==> config.mk <==
export PLATFORM = sky130hd
export DESIGN_NAME = stbs_queue
export DESIGN_NICKNAME = d
export VERILOG_FILES = /design/src/sv/stbs_pkg.sv /design/src/sv/stbs_queue.sv
export SDC_FILE = /design/constraint.sdc
export NUM_CORES = 1
export LEC_CHECK = 0
export BUFFER_PORTS_ARGS = -buffer_cell sky130_fd_sc_hd__buf_4
export CORE_MARGIN = 2
export CORE_UTILIZATION = 44
export CTS_BUF_LIST = sky130_fd_sc_hd__clkbuf_8
export DETAILED_ROUTE_END_ITERATION = 10
export PLACE_DENSITY = 0.78
export SYNTH_ARGS = -nofsm -noshare
export SYNTH_HDL_FRONTEND = slang
export SYNTH_SLANG_ARGS = --single-unit
==> constraint.sdc <==
create_clock -name clk -period 4.8 [get_ports clk]
set_input_delay 0.24 -clock clk [delete_from_list [all_inputs] [get_ports clk]]
set_output_delay 0.24 -clock clk [all_outputs]
set_load 0.01 [all_outputs]
==> src/sv/stbs_pkg.sv <==
// shared types and constants for the sorted table search block
`default_nettype none

package stbs_pkg;

    // fixed field widths
    localparam int INDEX_W = 10;
    localparam int VALUE_W = 32;
    localparam int COUNT_W = 11;
    localparam int POS_W   = 10;

    // operation codes
    localparam logic OP_WRITE  = 1'b0;
    localparam logic OP_SEARCH = 1'b1;

    // configuration register indexes
    localparam int CFG_IDX_W = 2;
    localparam logic [CFG_IDX_W-1:0] CFG_ENTRY_COUNT    = 2'd0;
    localparam logic [CFG_IDX_W-1:0] CFG_SIGNED_COMPARE = 2'd1;

    // queue depth between front and back
    localparam int QUEUE_DEPTH = 2;
    localparam int QPTR_W      = 1;
    localparam int QCNT_W      = 2;

    // item classes decided by the front
    typedef enum logic [1:0] {
        KIND_WRITE  = 2'd0,
        KIND_SKIP   = 2'd1,
        KIND_SEARCH = 2'd2,
        KIND_EMPTY  = 2'd3
    } stbs_kind_t;

    // one queued item
    typedef struct packed {
        stbs_kind_t           kind;
        logic [COUNT_W-1:0]   count;
        logic                 signed_cmp;
        logic [INDEX_W-1:0]   index;
        logic [VALUE_W-1:0]   value;
    } stbs_item_t;

endpackage

`default_nettype wire

==> src/sv/stbs_queue.sv <==
// short item queue between front and back
`default_nettype none

module stbs_queue
    import stbs_pkg::*;
(
    input  wire logic       clk,
    input  wire logic       rst_n,
    input  wire logic       push,
    input  wire stbs_item_t push_item,
    input  wire logic       pop,
    output stbs_item_t      head,
    output logic            full,
    output logic            empty
);

    stbs_item_t         slot_reg [QUEUE_DEPTH];
    logic [QPTR_W-1:0]  wr_ptr_reg, wr_ptr_next;
    logic [QPTR_W-1:0]  rd_ptr_reg, rd_ptr_next;
    logic [QCNT_W-1:0]  count_reg, count_next;

    assign full  = count_reg == QCNT_W'(QUEUE_DEPTH);
    assign empty = count_reg == '0;
    assign head  = slot_reg[rd_ptr_reg];

    // pointer and fill count update
    always_comb
    begin
        wr_ptr_next = push ? wr_ptr_reg + 1'b1 : wr_ptr_reg;
        rd_ptr_next = pop ? rd_ptr_reg + 1'b1 : rd_ptr_reg;
        count_next  = count_reg;
        if (push && !pop)
        begin
            count_next = count_reg + 1'b1;
        end
        else if (pop && !push)
        begin
            count_next = count_reg - 1'b1;
        end
    end

    always_ff @(posedge clk or negedge rst_n)
    begin
        if (!rst_n)
        begin
            wr_ptr_reg <= '0;
            rd_ptr_reg <= '0;
            count_reg  <= '0;
        end
        else
        begin
            wr_ptr_reg <= wr_ptr_next;
            rd_ptr_reg <= rd_ptr_next;
            count_reg  <= count_next;
        end
    end

    // item storage
    always_ff @(posedge clk)
    begin
        if (push)
        begin
            slot_reg[wr_ptr_reg] <= push_item;
        end
    end

endmodule

`default_nettype wire

==> metrics, run 1 <==
status finished, final reports clean; Post-CTS Setup Bufs 0; Final Hold Viols 0; Peak VDD IR ~370 uV; synth-to-layout area growth 44.5%; routed wl met3 between 400 and 500 um; synthesized area about 4300 um2; cell taking the most area after synthesis edfxtp_1; crit path capture type output pin; number of flip-flops in the largest register 112; DR WL met2 4040 um; Sw Share roughly 27%; DRC viols 0; Net Count, Synth around 250; drt pass-1 iters 4; Cells after DPL roughly 440; clock skew approximately 9.6 ps; Commonest cells post-synth edfxtp_1 (112), mux2_4 (30), mux2_2 (26); CTS max path bufs 2; largest net degree at the start of global routing a little under 60; post-cts resize count 0; leading cell type by number of instances after synthesis edfxtp_1; Diodes inserted 0; highest clock rate roughly 440 MHz; Synth Register Bits 116; cells after synthesis 190; Int Power 2.40 mW; die height between 100 and 150 um; critical path launch point type flip-flop; asr flop ratio synth 3.45%; unrepaired setup endpoints after global routing no; share of post-route cells with drive strength above 1 between 50 and 60%; first-pass GRT wire length approximately 12000 um; min Tclk post-route between 2000 and 2500 ps; Psw 0.889 mW; CTS root buf clkbuf_8; Die W 103 um; total gr overflow 0; hold crit path type in2reg; number of max-cap violations 0; Clock Latency Late Sink slightly above 400 ps; Syn Area/Cell between 20 and 25 um2; number of nets in the layout between 400 and 500; DIE AREA approximately 11000 um2; Clock Power Share about a quarter; Slew HR a little under two fifths; Crit Path Category reg2out; Antenna Nets Post-Route 0; WL/cell ~15 um; Worst EP arrival 2060 ps; Core Region 9680 um2; Rows 36; period utilization between 40% and 50%; setup TNS 0 ps; leak pwr roughly 2.5 nW; PwrDens between 500 and 600 nW/um2; DR top layer met4; HPWL Detailed about 4500 um; Synth warnings 0; CTS sink cnt around 120; Synth area leaders edfxtp_1 (77%), mux2_4 (10%), mux2_2 (6.7%); Final GP Congestion a little over 0.7; initial antenna violation count 0; Non-Filler Instances between 500 and 600; Initial Util 44.9%; Final setup viols 0; Routed WL around 7800 um; DR iter-0 viols 45; max-slew violation count 0; critical path data required time 4560 ps; Num CTS Buffers 17; M1 WL 3200 um; Via density about 4.6; Crit Path Max Fanout 57; IO Port Bufs roughly 120; Hold Buf Count CTS 58; share of the synthesized area in the top cell type 77.4%; logic gate share of total power 30.3%; Ports approximately 120; register area share after synthesis 79.7%; Worst-Margin Slew 924 ps; Top FF cell, synth edfxtp_1; GRT Total Usage about 15%; Seq pwr share approximately 46%; Yosys cell types 13; H-tree Lvls 4; number of synthesized flops with an enable pin 112; via count ~2400; fillers approximately 700; CTS clk-pin slew, worst paths around 70 ps; vias in the first global route around 2400; CTS tree yes
kinds of logic (layout without fill, tap and decap cells):
| kind of cell | Yosys count | in the layout | synth area share (%) |
|---|---|---|---|
| DFF | 116 | 116 | 79.7 |
| muxes | 56 | 56 | 17.1 |
| buffers and inverters | 7 | 207 | 1.35 |
| xor gates and xnor gates | 5 | 5 | 1.01 |
| and+or+nand+nor | 5 | 5 | 0.604 |
| adders and majority gates | 1 | 1 | 0.288 |
stage by stage:
step                      power, mW  setup slack (ps)  hold slack, ps  instance area, um2  util, %
after floorplan                2.08              1430           -55.6                4350        -
after CTS                      3.32              2440            2.11                6280     64.9
final                          3.28              2500            32.2                6280     64.9
after global placement         2.49              2840            37.2                5370     55.4
after detailed placement       2.51              2810            40.3                5370     55.4
after global routing           3.45              2390            1.58                6280     64.9
area by class of cell:
type	count	area [um2]	share of cell area, %
tap	133	166	2.65
timing repair buffer	177	1470	23.5
clock buffer	17	234	3.73
inverter	1	3.75	0.0598
sequential	116	3470	55.2
multi-input combinational	67	835	13.3
clock inverter	12	101	1.61
power groups by stage:
stage | clock network, mW | logic (mW) | registers (mW)
floorplan | 0 | 0.663 | 1.42
global placement | 0 | 0.960 | 1.53
detailed placement | 0 | 0.966 | 1.54
CTS | 0.795 | 1.01 | 1.52
global route | 0.842 | 1.07 | 1.54
finish | 0.777 | 0.994 | 1.51
cell usage in the layout (no fill, tap or decap):
master         Yosys  final
xnor2_1            1      1
mux2_2            26     26
nor2_1             2      2
and2_2             0      1
clkbuf_8           0     17
nor2b_1            2      1
nor2b_4            0      1
buf_4              0    119
mux2_4            30     30
ha_1               1      1
dlygate4sd3_1      0     58
edfxtp_1         112    112
clkinv_2           0      3
bufinv_16          0      2
clkinv_1           0      4
dfrtp_4            0      1
xor2_1             4      4
dfrtp_1            4      3
inv_1              1      4
layer usage:
layer / vias to the layer above / global-route usage, %
met5: - / 0
met3: 11 / 6.72
met4: 0 / 6.38
met2: 89 / 25.2
met1: 1161 / 16.6
li1: 1127 / -
worst max-delay path: stages, from the launching register on:
cell     delay, ps
dfrtp_4       1000
mux2_2         420
buf_4          140
final timing paths:
path	startpoint	slack (ps)	depth (start not counted)	to
worst max-delay path	rd_ptr_reg	2500	2	head[26]
worst min-delay path	push	30	2	wr_ptr_reg
worst max register to register	wr_ptr_reg	2830	2	slot_reg[0][14]
worst min register to register	count_reg[1]	500	1	count_reg[1]
max in group asynchronous	rst_n	4530	2	rd_ptr_reg
min in group asynchronous	rst_n	160	2	wr_ptr_reg
Note: power is estimated with default switching activity, not from simulation.
==> run 2, diff against run 1 <==
--- a/config.mk
+++ b/config.mk
@@ -10,7 +10,7 @@
 export CORE_UTILIZATION = 44
 export CTS_BUF_LIST = sky130_fd_sc_hd__clkbuf_8
 export DETAILED_ROUTE_END_ITERATION = 10
-export PLACE_DENSITY = 0.78
+export PLACE_DENSITY = 0.8
 export SYNTH_ARGS = -nofsm -noshare
 export SYNTH_HDL_FRONTEND = slang
 export SYNTH_SLANG_ARGS = --single-unit
==> constraint.sdc (replaced) <==
create_clock -name clk -period 2.1 [get_ports clk]
set_input_delay 0.105 -clock clk [delete_from_list [all_inputs] [get_ports clk]]
set_output_delay 0.105 -clock clk [all_outputs]
set_load 0.01 [all_outputs]
==> metrics, run 2 (synthesis results as in run 1) <==
leak pwr between 2 and 3 nW; drt pass-1 iters 4; critical path data required time 2000 ps; period utilization around 87%; most common cell after layout, fill and taps aside buf_4; total gr overflow 0; Core Region 9680 um2; status finished, final reports clean; DIE AREA around 11000 um2; HPWL Detailed 4420 um; setup TNS 0 ps; Final setup viols 0; Via density 4.60; GRT Total Usage 15.9%; Initial Util 44.9%; number of flip-flops in the largest register 112; Rows 36; Hold EP slot_reg[0][26]; Slew HR 73.9%; WHS Path Cells 2; PwrDens roughly 1200 nW/um2; first-pass GRT wire length 12300 um; hold_sp push_item[26]; CTS clk-pin slew, worst paths about 70 ps; Final GP Congestion just under 0.7; Diodes inserted 0; DR iter-0 viols 74; share of post-route cells with drive strength above 1 52.8%; Antenna Nets Post-Route 0; CTS tree yes; via count around 2400; most frequent cells in the layout buf_4 (117), edfxtp_1 (112), dlygate4sd3_1 (60), mux2_4 (30), mux2_2 (26); synth-to-layout area growth 46.9%; Clock Latency Late Sink 420 ps; post-cts resize count 0; unrepaired setup endpoints after global routing no; Crit Path Category reg2out; Worst Reg-to-Reg Cells 2; Num CTS Buffers 17; Die W just over 100 um; hold crit path type in2reg; Peak VDD IR between 700 and 800 uV; highest clock rate 544 MHz; reg2reg setup slack 820 ps; number of max-cap violations 0; crit path capture type output pin; fillers ~650; min Tclk post-route 1840 ps; WL/cell between 15 and 20 um; Crit Path Max Fanout 57; reg-to-reg critical path startpoint wr_ptr_reg; Final Util 66.0%; register area between 3000 and 4000 um2; Ports 118; r2r endpoint slot_reg[1][31]; Worst EP arrival between 1500 and 2000 ps; CTS sink cnt roughly 120; number of nets in the layout 444; IO Port Bufs about 120; area occupied by multi-input gates 835 um2; critical path launch point type flip-flop; H-tree Lvls 4; largest net degree at the start of global routing between 50 and 60; Final Hold Viols 0; Routed WL between 8000 and 9000 um; clock skew approximately 6 ps; CTS max path bufs 2; DRC viols 0; vias in the first global route 2613; die height ~100 um; max-slew violation count 0; Worst-Margin Slew ~400 ps; initial antenna violation count 0; CTS root buf clkbuf_8
run 2: changes by cell type in the layout (fill, tap and decap cells not counted), sizes merged:
cell,before,now
clkinvlp,0,2
dlygate4sd3,58,60
inv,4,2
buf,119,120
bufinv,2,3
run 2: layout make-up:
| type | instances | share of cell area, % |
|---|---|---|
| sequential | 116 | 54.3 |
| timing repair buffer | 180 | 24.1 |
| multi-input combinational | 67 | 13.1 |
| clock buffer | 17 | 3.66 |
| tap | 133 | 2.60 |
| clock inverter | 13 | 2.25 |
| inverter | 1 | 0.0588 |
run 2: worst max-delay path: stages, from the launching register on:
cell and delay, ps:
dfrtp_4 410, buf_12 340, mux2_2 390, buf_4 140
run 2: repair_timing:
| item | CTS | global route |
|---|---|---|
| hold buffers | 60 | 0 |
| setup buffers | 0 | 0 |
| hold endpoints to repair | 118 | 0 |
run 2: worst max path at each step:
| stage | start | endpoint | slack (ps) | cells past startpoint |
|---|---|---|---|---|
| final | rd_ptr_reg | head[55] | 260 | 3 |
| after CTS | rd_ptr_reg | head[55] | 230 | 3 |
| after global routing | rd_ptr_reg | head[33] | 180 | 3 |
| after detailed placement | rd_ptr_reg | head[55] | 700 | 3 |
| after floorplan | wr_ptr_reg | slot_reg[0][0] | 420 | 1 |
| after global placement | rd_ptr_reg | head[55] | 700 | 3 |
run 2: through the flow:
| stage | power (mW) | area [um2] | hold slack (ps) | setup slack (ps) | std cells |
|---|---|---|---|---|---|
| floorplan | 4.74 | 4360 | -191 | 422 | 190 |
| global placement | 5.75 | 5410 | -96.6 | 702 | 437 |
| detailed placement | 5.79 | 5410 | -96.6 | 702 | 437 |
| CTS | 7.87 | 6390 | 381 | 229 | 527 |
| global route | 8.17 | 6390 | 392 | 183 | 527 |
| finish | 7.81 | 6390 | 404 | 263 | 527 |
run 2: where the power goes:
part           internal, mW  total [mW]  switching, mW
Combinational          1.45        2.61           1.16
Clock                  1.14        1.98          0.843
Sequential             3.08        3.22          0.138
Total                  5.67        7.81           2.14
run 2: per-layer routing:
layer  track usage (%)  up-vias  wire length (um)
li1                  -     1132                 -
met1              17.4     1193              3230
met2              27.4       87              4430
met3              5.91       14               484
met4              7.29        0               166
met5                 0        -                 0
