--- src/sv/stbs_pkg.sv ---
// shared types and constants for the sorted table search block
`default_nettype none

package stbs_pkg;

    // fixed field widths
    localparam int INDEX_W = 10;
    localparam int VALUE_W = 32;
    localparam int COUNT_W = 11;
    localparam int POS_W   = 10;

    // operation codes
    localparam logic OP_WRITE  = 1'b0;
    localparam logic OP_SEARCH = 1'b1;

    // configuration register indexes
    localparam int CFG_IDX_W = 2;
    localparam logic [CFG_IDX_W-1:0] CFG_ENTRY_COUNT    = 2'd0;
    localparam logic [CFG_IDX_W-1:0] CFG_SIGNED_COMPARE = 2'd1;

    // queue depth between front and back
    localparam int QUEUE_DEPTH = 2;
    localparam int QPTR_W      = 1;
    localparam int QCNT_W      = 2;

    // item classes decided by the front
    typedef enum logic [1:0] {
        KIND_WRITE  = 2'd0,
        KIND_SKIP   = 2'd1,
        KIND_SEARCH = 2'd2,
        KIND_EMPTY  = 2'd3
    } stbs_kind_t;

    // one queued item
    typedef struct packed {
        stbs_kind_t           kind;
        logic [COUNT_W-1:0]   count;
        logic                 signed_cmp;
        logic [INDEX_W-1:0]   index;
        logic [VALUE_W-1:0]   value;
    } stbs_item_t;

endpackage

`default_nettype wire

--- src/sv/stbs_front.sv ---
// front part: accepts items and classifies them for the back part
`default_nettype none

module stbs_front
    import stbs_pkg::*;
#(
    parameter int TABLE_DEPTH = 1024
) (
    input  wire logic               start,
    input  wire logic               operation,
    input  wire logic [INDEX_W-1:0] index,
    input  wire logic [VALUE_W-1:0] value,
    input  wire logic [COUNT_W-1:0] entry_count,
    input  wire logic               signed_compare,
    input  wire logic               queue_full,
    output logic                    busy,
    output logic                    push,
    output stbs_item_t              item
);

    logic               in_range;
    logic [COUNT_W-1:0] count_sat;

    // accept while the queue has room
    assign busy = queue_full;
    assign push = start && !queue_full;

    // write index check and saturated entry count
    assign in_range  = 32'(index) < TABLE_DEPTH;
    assign count_sat = (32'(entry_count) > TABLE_DEPTH) ? COUNT_W'(TABLE_DEPTH) : entry_count;

    // classify the item
    always_comb
    begin
        item.count      = count_sat;
        item.signed_cmp = signed_compare;
        item.index      = index;
        item.value      = value;
        if (operation == OP_WRITE)
        begin
            item.kind = in_range ? KIND_WRITE : KIND_SKIP;
        end
        else
        begin
            item.kind = (entry_count == '0) ? KIND_EMPTY : KIND_SEARCH;
        end
    end

endmodule

`default_nettype wire

--- config.mk ---
export PLATFORM = sky130hd
export DESIGN_NAME = stbs_front
export DESIGN_NICKNAME = d
export VERILOG_FILES = /design/src/sv/stbs_pkg.sv /design/src/sv/stbs_front.sv
export SDC_FILE = /design/constraint.sdc
export NUM_CORES = 1
export LEC_CHECK = 0
export ABC_CLOCK_PERIOD_IN_PS = 800
export BUFFER_PORTS_ARGS = -buffer_cell sky130_fd_sc_hd__buf_2
export CORE_ASPECT_RATIO = 0.75
export CORE_UTILIZATION = 20
export DETAILED_ROUTE_END_ITERATION = 10
export PLACE_DENSITY_LB_ADDON = 0.12
export SYNTH_ARGS = -nofsm -noshare
export SYNTH_HDL_FRONTEND = slang
export SYNTH_SLANG_ARGS = --single-unit
--- constraint.sdc ---
create_clock -name vclk -period 0.8
set_input_delay 0.16 -clock vclk [all_inputs]
set_output_delay 0.16 -clock vclk [all_outputs]
set_load 0.02 [all_outputs]
==> out/summary.md, run 1 <==
The type of the worst setup path was in2out. The delay of the slowest cell on the worst path was 0.27 ns. Commonest non-fill, non-tap cell in the layout: sky130_fd_sc_hd__buf_2. Counting both buffers and inverters, the worst setup path holds a total of 2. The number of nets produced by synthesis was 119. In the final routed layout, each cell accounts on average for 11.69 um. The logs give 0 for the max-cap violation count and 0.2253 for the core utilization of the finished layout. The design has 0 sequential cells. In this run the count of I/O pins placed on the die edge is 115. The checks that failed: setup timing. The routed design could run at a clock period as short as 1.018 ns. Data on the critical path arrives at its endpoint at 0.86 ns. The fraction of layout instances using a drive strength above 1 was 0.8723.

The run gives 2049 um2 as the area of the placeable core. The tools report the sum of negative setup slack as -0.2604 ns. By instance count, the cell type seen most on the critical path is sky130_fd_sc_hd__buf_6. In this run the static leakage power is 0.2262 nW. Timing would allow up to 0.9823 GHz. In this run the worst setup path terminates at item[54]. For the sequential share of the synthesized area, the log shows 0. At the end of routability-driven placement, the weighted congestion stood at 0.5602. The normalized max-slew margin is 0.8593. The mean number of vias per cell is 3.859.

The initialized floorplan defines 14 standard-cell rows. The number of logic stages on the critical path including buffering was 4. The run gives 70 as the post-placement cell count.

The placed cell area came out at 296.5 um2. The kind of end point of the critical path was an output pin. The run gives 830 um as the total routed wirelength. The initial standard-cell utilization of the core is 0.2173. The tools report the count of final hold-check violations as 0. From synthesis to final layout, the design area changed by 3.652%. For the pin with the worst max-slew slack, the measured transition is 0.2101 ns. The logs give -0.2180 ns for the final setup slack of the worst path and 0.06053 for the total track usage. For the first-pass detailed-route iteration total, the log shows 1. Dividing total power by cell area gives a power density of 542.8 nW/um2. The class of the tightest hold or removal check was in2out.

The run gives 4 as the count of endpoints failing setup in the final report. The total design power is 250.6 uW, and the die height is 42.87 um. With fillers left out, the area of the finished cells amounts to 461.7 um2.

The largest fanout of any net on the critical path was 2. The critical path's slowest cell is sky130_fd_sc_hd__nor4b_4. The cell family contributing the most delay on the critical path is simple AND/OR/NAND/NOR gates. STA classifies the critical path startpoint as an input pin. Final count of pins violating max slew: 0.

The number of global-route vias before repair was 284; the synthesized area per cell was 7.184 um2. The global-route wire length before repair is 1207 um. In the layout the commonest cells are sky130_fd_sc_hd__buf_2 (13), sky130_fd_sc_hd__buf_6 (11), sky130_fd_sc_hd__buf_4 (7), sky130_fd_sc_hd__nor2b_1 (6), sky130_fd_sc_hd__nor2b_4 (5). The first-iteration detailed-routing DRC count came out at 0.

During synthesis, Yosys emitted a total of 0 warnings. The die is 56.50 um wide. The die covers 2422 um2. The run gives 0.3200 ns as the worst hold slack. Across the VDD grid, the largest voltage drop is 0.0001292 V. Summed over all layers, the global routing overflow is 0. For the worst setup path, the data required time is 0.64 ns.

Setup repair after global routing could not meet its margin everywhere. The finished layout holds 71 standard cells, fillers aside. Summing all flip-flop and latch instances after layout gives 0 um2. Counting every instance in the synthesized netlist gives 62. The layout has 0 clock buffers. The summed instance area of the synthesized netlist was 445.4 um2; the total vias in the final route was 274.

The final worst-path cycle share is 1.272. For the initial antenna violation count, the log shows 0. Before CTS, the worst setup slack after placement is -0.2710 ns. Launch point of the critical path: entry_count[9]. In the final design database the tool counted 106 nets. The DRC violations left is 0. Number of port buffers: 29. The tools report the number of distinct standard cells referenced by the synthesized netlist as 8.

The flow ran to the end, but the final reports show violations. Once detail routing completed, the nets flagged for antenna violations numbered 0. The signal on the critical path passes through buf_6, nor4b_4, and3_4, buf_6.

0 antenna diodes ended up in the layout. The tools report the largest net degree at the start of global routing as 7. Hold repair after CTS inserted 0 buffers.
[where the power goes]
part | total [mW] | internal (mW) | switching, mW
sequential | 0 | 0 | 0
clock | 0 | 0 | 0
combinational | 0.251 | 0.135 | 0.116
[final cells by class]
type	count	area [um2]
Timing Repair Buffer	32	256.5
Tap cell	24	30.03
Multi-Input combinational cell	15	175.2
Fill cell	227	1588
[worst min-delay path by stage]
stage	to	slack [ns]	cells past startpoint	start
2_1_floorplan	push	0.40	1	queue_full
6_report	item[20]	0.32	0	value[20]
4_1_cts	item[10]	0.32	0	value[10]
3_5_place_dp	item[10]	0.32	0	value[10]
3_3_place_gp	item[10]	0.32	0	value[10]
5_1_grt	item[42]	0.32	0	signed_compare
[Yosys cell counts]
cell type                  count  area share
sky130_fd_sc_hd__and3_1        1       0.014
sky130_fd_sc_hd__nor2b_2       1       0.020
sky130_fd_sc_hd__clkbuf_1      1      0.0084
sky130_fd_sc_hd__buf_4        45        0.76
sky130_fd_sc_hd__nor4_1        2       0.028
sky130_fd_sc_hd__buf_2         1       0.011
sky130_fd_sc_hd__nor4b_1       1       0.020
sky130_fd_sc_hd__nor2b_1      10        0.14
[timing repair]
action | 4_1_cts | 5_1_grt
endpoints found under the setup margin | 11 | 11
setup buffers | 0 | 1
cloned | 1 | 0
gates resized for setup | 24 | 15
pin swaps | 4 | 3
[metal layers]
metal,up-vias,GRT usage,wire [um]
met1,118,0.04340,207
li1,117,-,-
met3,10,0.02439,111
met2,29,0.1247,478
met5,-,0,0
met4,0,0.04390,34
[cells by family after synthesis]
group         count (synthesis)  synth area share
buf+inv                      47            0.7781
simple gates                 15            0.2219
(Power assumes the default switching activity.)
==> run 2: changes to the inputs <==
--- a/config.mk
+++ b/config.mk
@@ -5,10 +5,10 @@
 export SDC_FILE = /design/constraint.sdc
 export NUM_CORES = 1
 export LEC_CHECK = 0
-export ABC_CLOCK_PERIOD_IN_PS = 800
+export ABC_CLOCK_PERIOD_IN_PS = 1000
 export BUFFER_PORTS_ARGS = -buffer_cell sky130_fd_sc_hd__buf_2
 export CORE_ASPECT_RATIO = 0.75
-export CORE_UTILIZATION = 20
+export CORE_UTILIZATION = 22
 export DETAILED_ROUTE_END_ITERATION = 10
 export PLACE_DENSITY_LB_ADDON = 0.12
 export SYNTH_ARGS = -nofsm -noshare
==> constraint.sdc (replaced) <==
create_clock -name vclk -period 1
set_input_delay 0.2 -clock vclk [all_inputs]
set_output_delay 0.2 -clock vclk [all_outputs]
set_load 0.02 [all_outputs]
==> run 2 against run 1 <==
Net effect:
- the flow still finishes with violations (setup timing)
- worst setup slack improved by 0.15 ns
- die area fell by 8.7%
- count of clock-buffer cells in the layout did not move
- combinational power fell by 40%
- first-iteration DRC count rose by 1
- hold slack improved by 0.080 ns
- largest power group unchanged
==> out/summary.md, run 2 (same netlist as run 1, synthesis figures left out) <==
The final setup slack of the worst path is -0.06618 ns, and the die height is 40.97 um. The fraction of layout instances using a drive strength above 1 came out at 0.7556. The filler cell count is 216, and the clock power share is 0. In this run the worst hold path is classified as in2out.

Type of the worst setup path: in2out. The sum of negative setup slack came out at -0.06618 ns. For the number of rows in the core area, the log shows 13. The normalized max-slew margin was 0.8791; the worst ir drop on vdd was 0.00008589 V.

The HPWL after detailed placement is 640.2 um. Leaving out filler cells and counting taps, the final layout contains 67. The first-iteration detailed-routing DRC count was 1.

The flow ran to the end, but the final reports show violations. Internal power comes to 70.84 uW. Across the run, the number of max-cap violations was 0. For the top-level port count, the log shows 115. The final worst-path cycle share was 1.066. The worst min-delay path startpoint is value[20]. The die extent in x was 53.96 um. Across all layers, the routed design uses 273 vias. The switching portion of total power was 0.5271. For the worst setup path, the data arrival time is 0.87 ns. The average wire per standard cell is 11.81 um, and the number of port buffers is 29.

The core utilization of the finished layout was 0.1896. For the sequential group share of total power, the log shows 0. At the worst endpoint, the required time is 0.80 ns.

For this run, design rule violations remaining after detail routing come to 0. After detailed routing, the number of vias per cell comes to 4.075. Once the clock tree was built, the setup fixing pass inserted 0 buffers. For the routability-driven placement congestion ratio, the log shows 0.4895. The post-layout minimum cycle time works out to 1.066 ns. The transition time at the pin with the least slew margin works out to 0.1798 ns. Commonest non-fill, non-tap cell in the layout: sky130_fd_sc_hd__buf_2. For the count of endpoints failing setup in the final report, the log shows 1.

The final reports fail on setup timing. The number of antenna diodes in the final layout is 0. The net switching power of the design was 78.95 uW; the total routed wirelength was 791 um. The type of element launching the critical path is an input pin. The area of the placeable core is 1822 um2, and the post-placement cell count is 67. The total track usage is 0.05760, and the register area is 0 um2.

Power spread over the standard cell area amounts to 433.7 nW/um2. Along the worst path, the maximum fanout reaches 2. The tools report the final count of pins violating max slew as 0. The fmax is 0.9379 GHz. The area overhead of the layout relative to synthesis was -22.47%; the area enclosed by the die boundary was 2211 um2. The initial standard-cell utilization of the core was 0.2445.

Initial antenna violation count: 0. The count of final hold-check violations is 0. The tools report the kind of end point of the critical path as an output pin. There are 0 flip-flops and latches. The first global-routing pass estimated 917 um of wire.

Setup repair after global routing could not meet its margin everywhere. The placed cell area is 279.0 um2. The tools report the number of global-route vias before repair as 205. The first detailed-routing pass took 2 iterations. Static power due to leakage: 0.1766 nW. The run gives 345.3 um2 as the final instance area. After the last flow step, the layout net total stands at 104. The tools report the launch point of the critical path as entry_count[7]. For the clock buffer count in the final layout, the log shows 0. In the layout the commonest cells are sky130_fd_sc_hd__buf_2 (21), sky130_fd_sc_hd__nor2b_1 (10), sky130_fd_sc_hd__buf_6 (5), sky130_fd_sc_hd__buf_4 (4). The run gives 1.000 as the relative contribution of combinational cells to total power.

The run gives 0 as the total congestion overflow after global routing. Entering global routing, the biggest net connects 12 pins. The run gives 0 as the residual antenna-violating net count after detailed routing.
[run 2: critical path: stages]
cell and delay (ns):
sky130_fd_sc_hd__buf_6 0.10, sky130_fd_sc_hd__nor4_4 0.24, sky130_fd_sc_hd__and3_1 0.21, sky130_fd_sc_hd__buf_6 0.12
[run 2: cell type report]
| cell class | instances | area, um2 | share of cell area |
|---|---|---|---|
| multi-input combinational | 15 | 126.4 | 0.3659 |
| tap | 22 | 27.53 | 0.07971 |
| timing repair buffer | 30 | 191.4 | 0.5543 |
[run 2: path summary, 6_finish.rpt]
path                  endpoint  slack, ns  cells past startpoint
worst max-delay path  item[54]      -0.07                      4
worst min-delay path  item[20]       0.40                      0
[run 2: through the flow]
stage,total power [mW],worst slack (ns),hold slack [ns]
2_1_floorplan,0.3232,0.06626,0.4781
3_3_place_gp,0.1292,-0.1425,0.4001
3_5_place_dp,0.1283,-0.1492,0.4001
4_1_cts,0.1481,-0.07811,0.4001
5_1_grt,0.1610,-0.1197,0.4000
6_report,0.1498,-0.06618,0.4000
[run 2: power groups by stage]
stage                     Clock, mW  Sequential, mW  Combinational, mW
after floorplan                   0               0              0.323
after global placement            0               0              0.129
after detailed placement          0               0              0.128
after CTS                         0               0              0.148
after global routing              0               0              0.161
final                             0               0              0.150
[run 2: repair_timing]
| action | 4_1_cts | 5_1_grt |
|---|---|---|
| endpoints found under the setup margin | 1 | 4 |
| hold buffers | 0 | 0 |
| pin swaps | 4 | 0 |
| gates resized for setup | 10 | 3 |
[run 2: layer usage]
metal,vias to the layer above,routed length [um],track usage
met5,-,0,0
met4,0,17,0.03947
met3,8,130,0.05926
met2,26,419,0.09877
met1,125,224,0.03846
li1,114,-,-
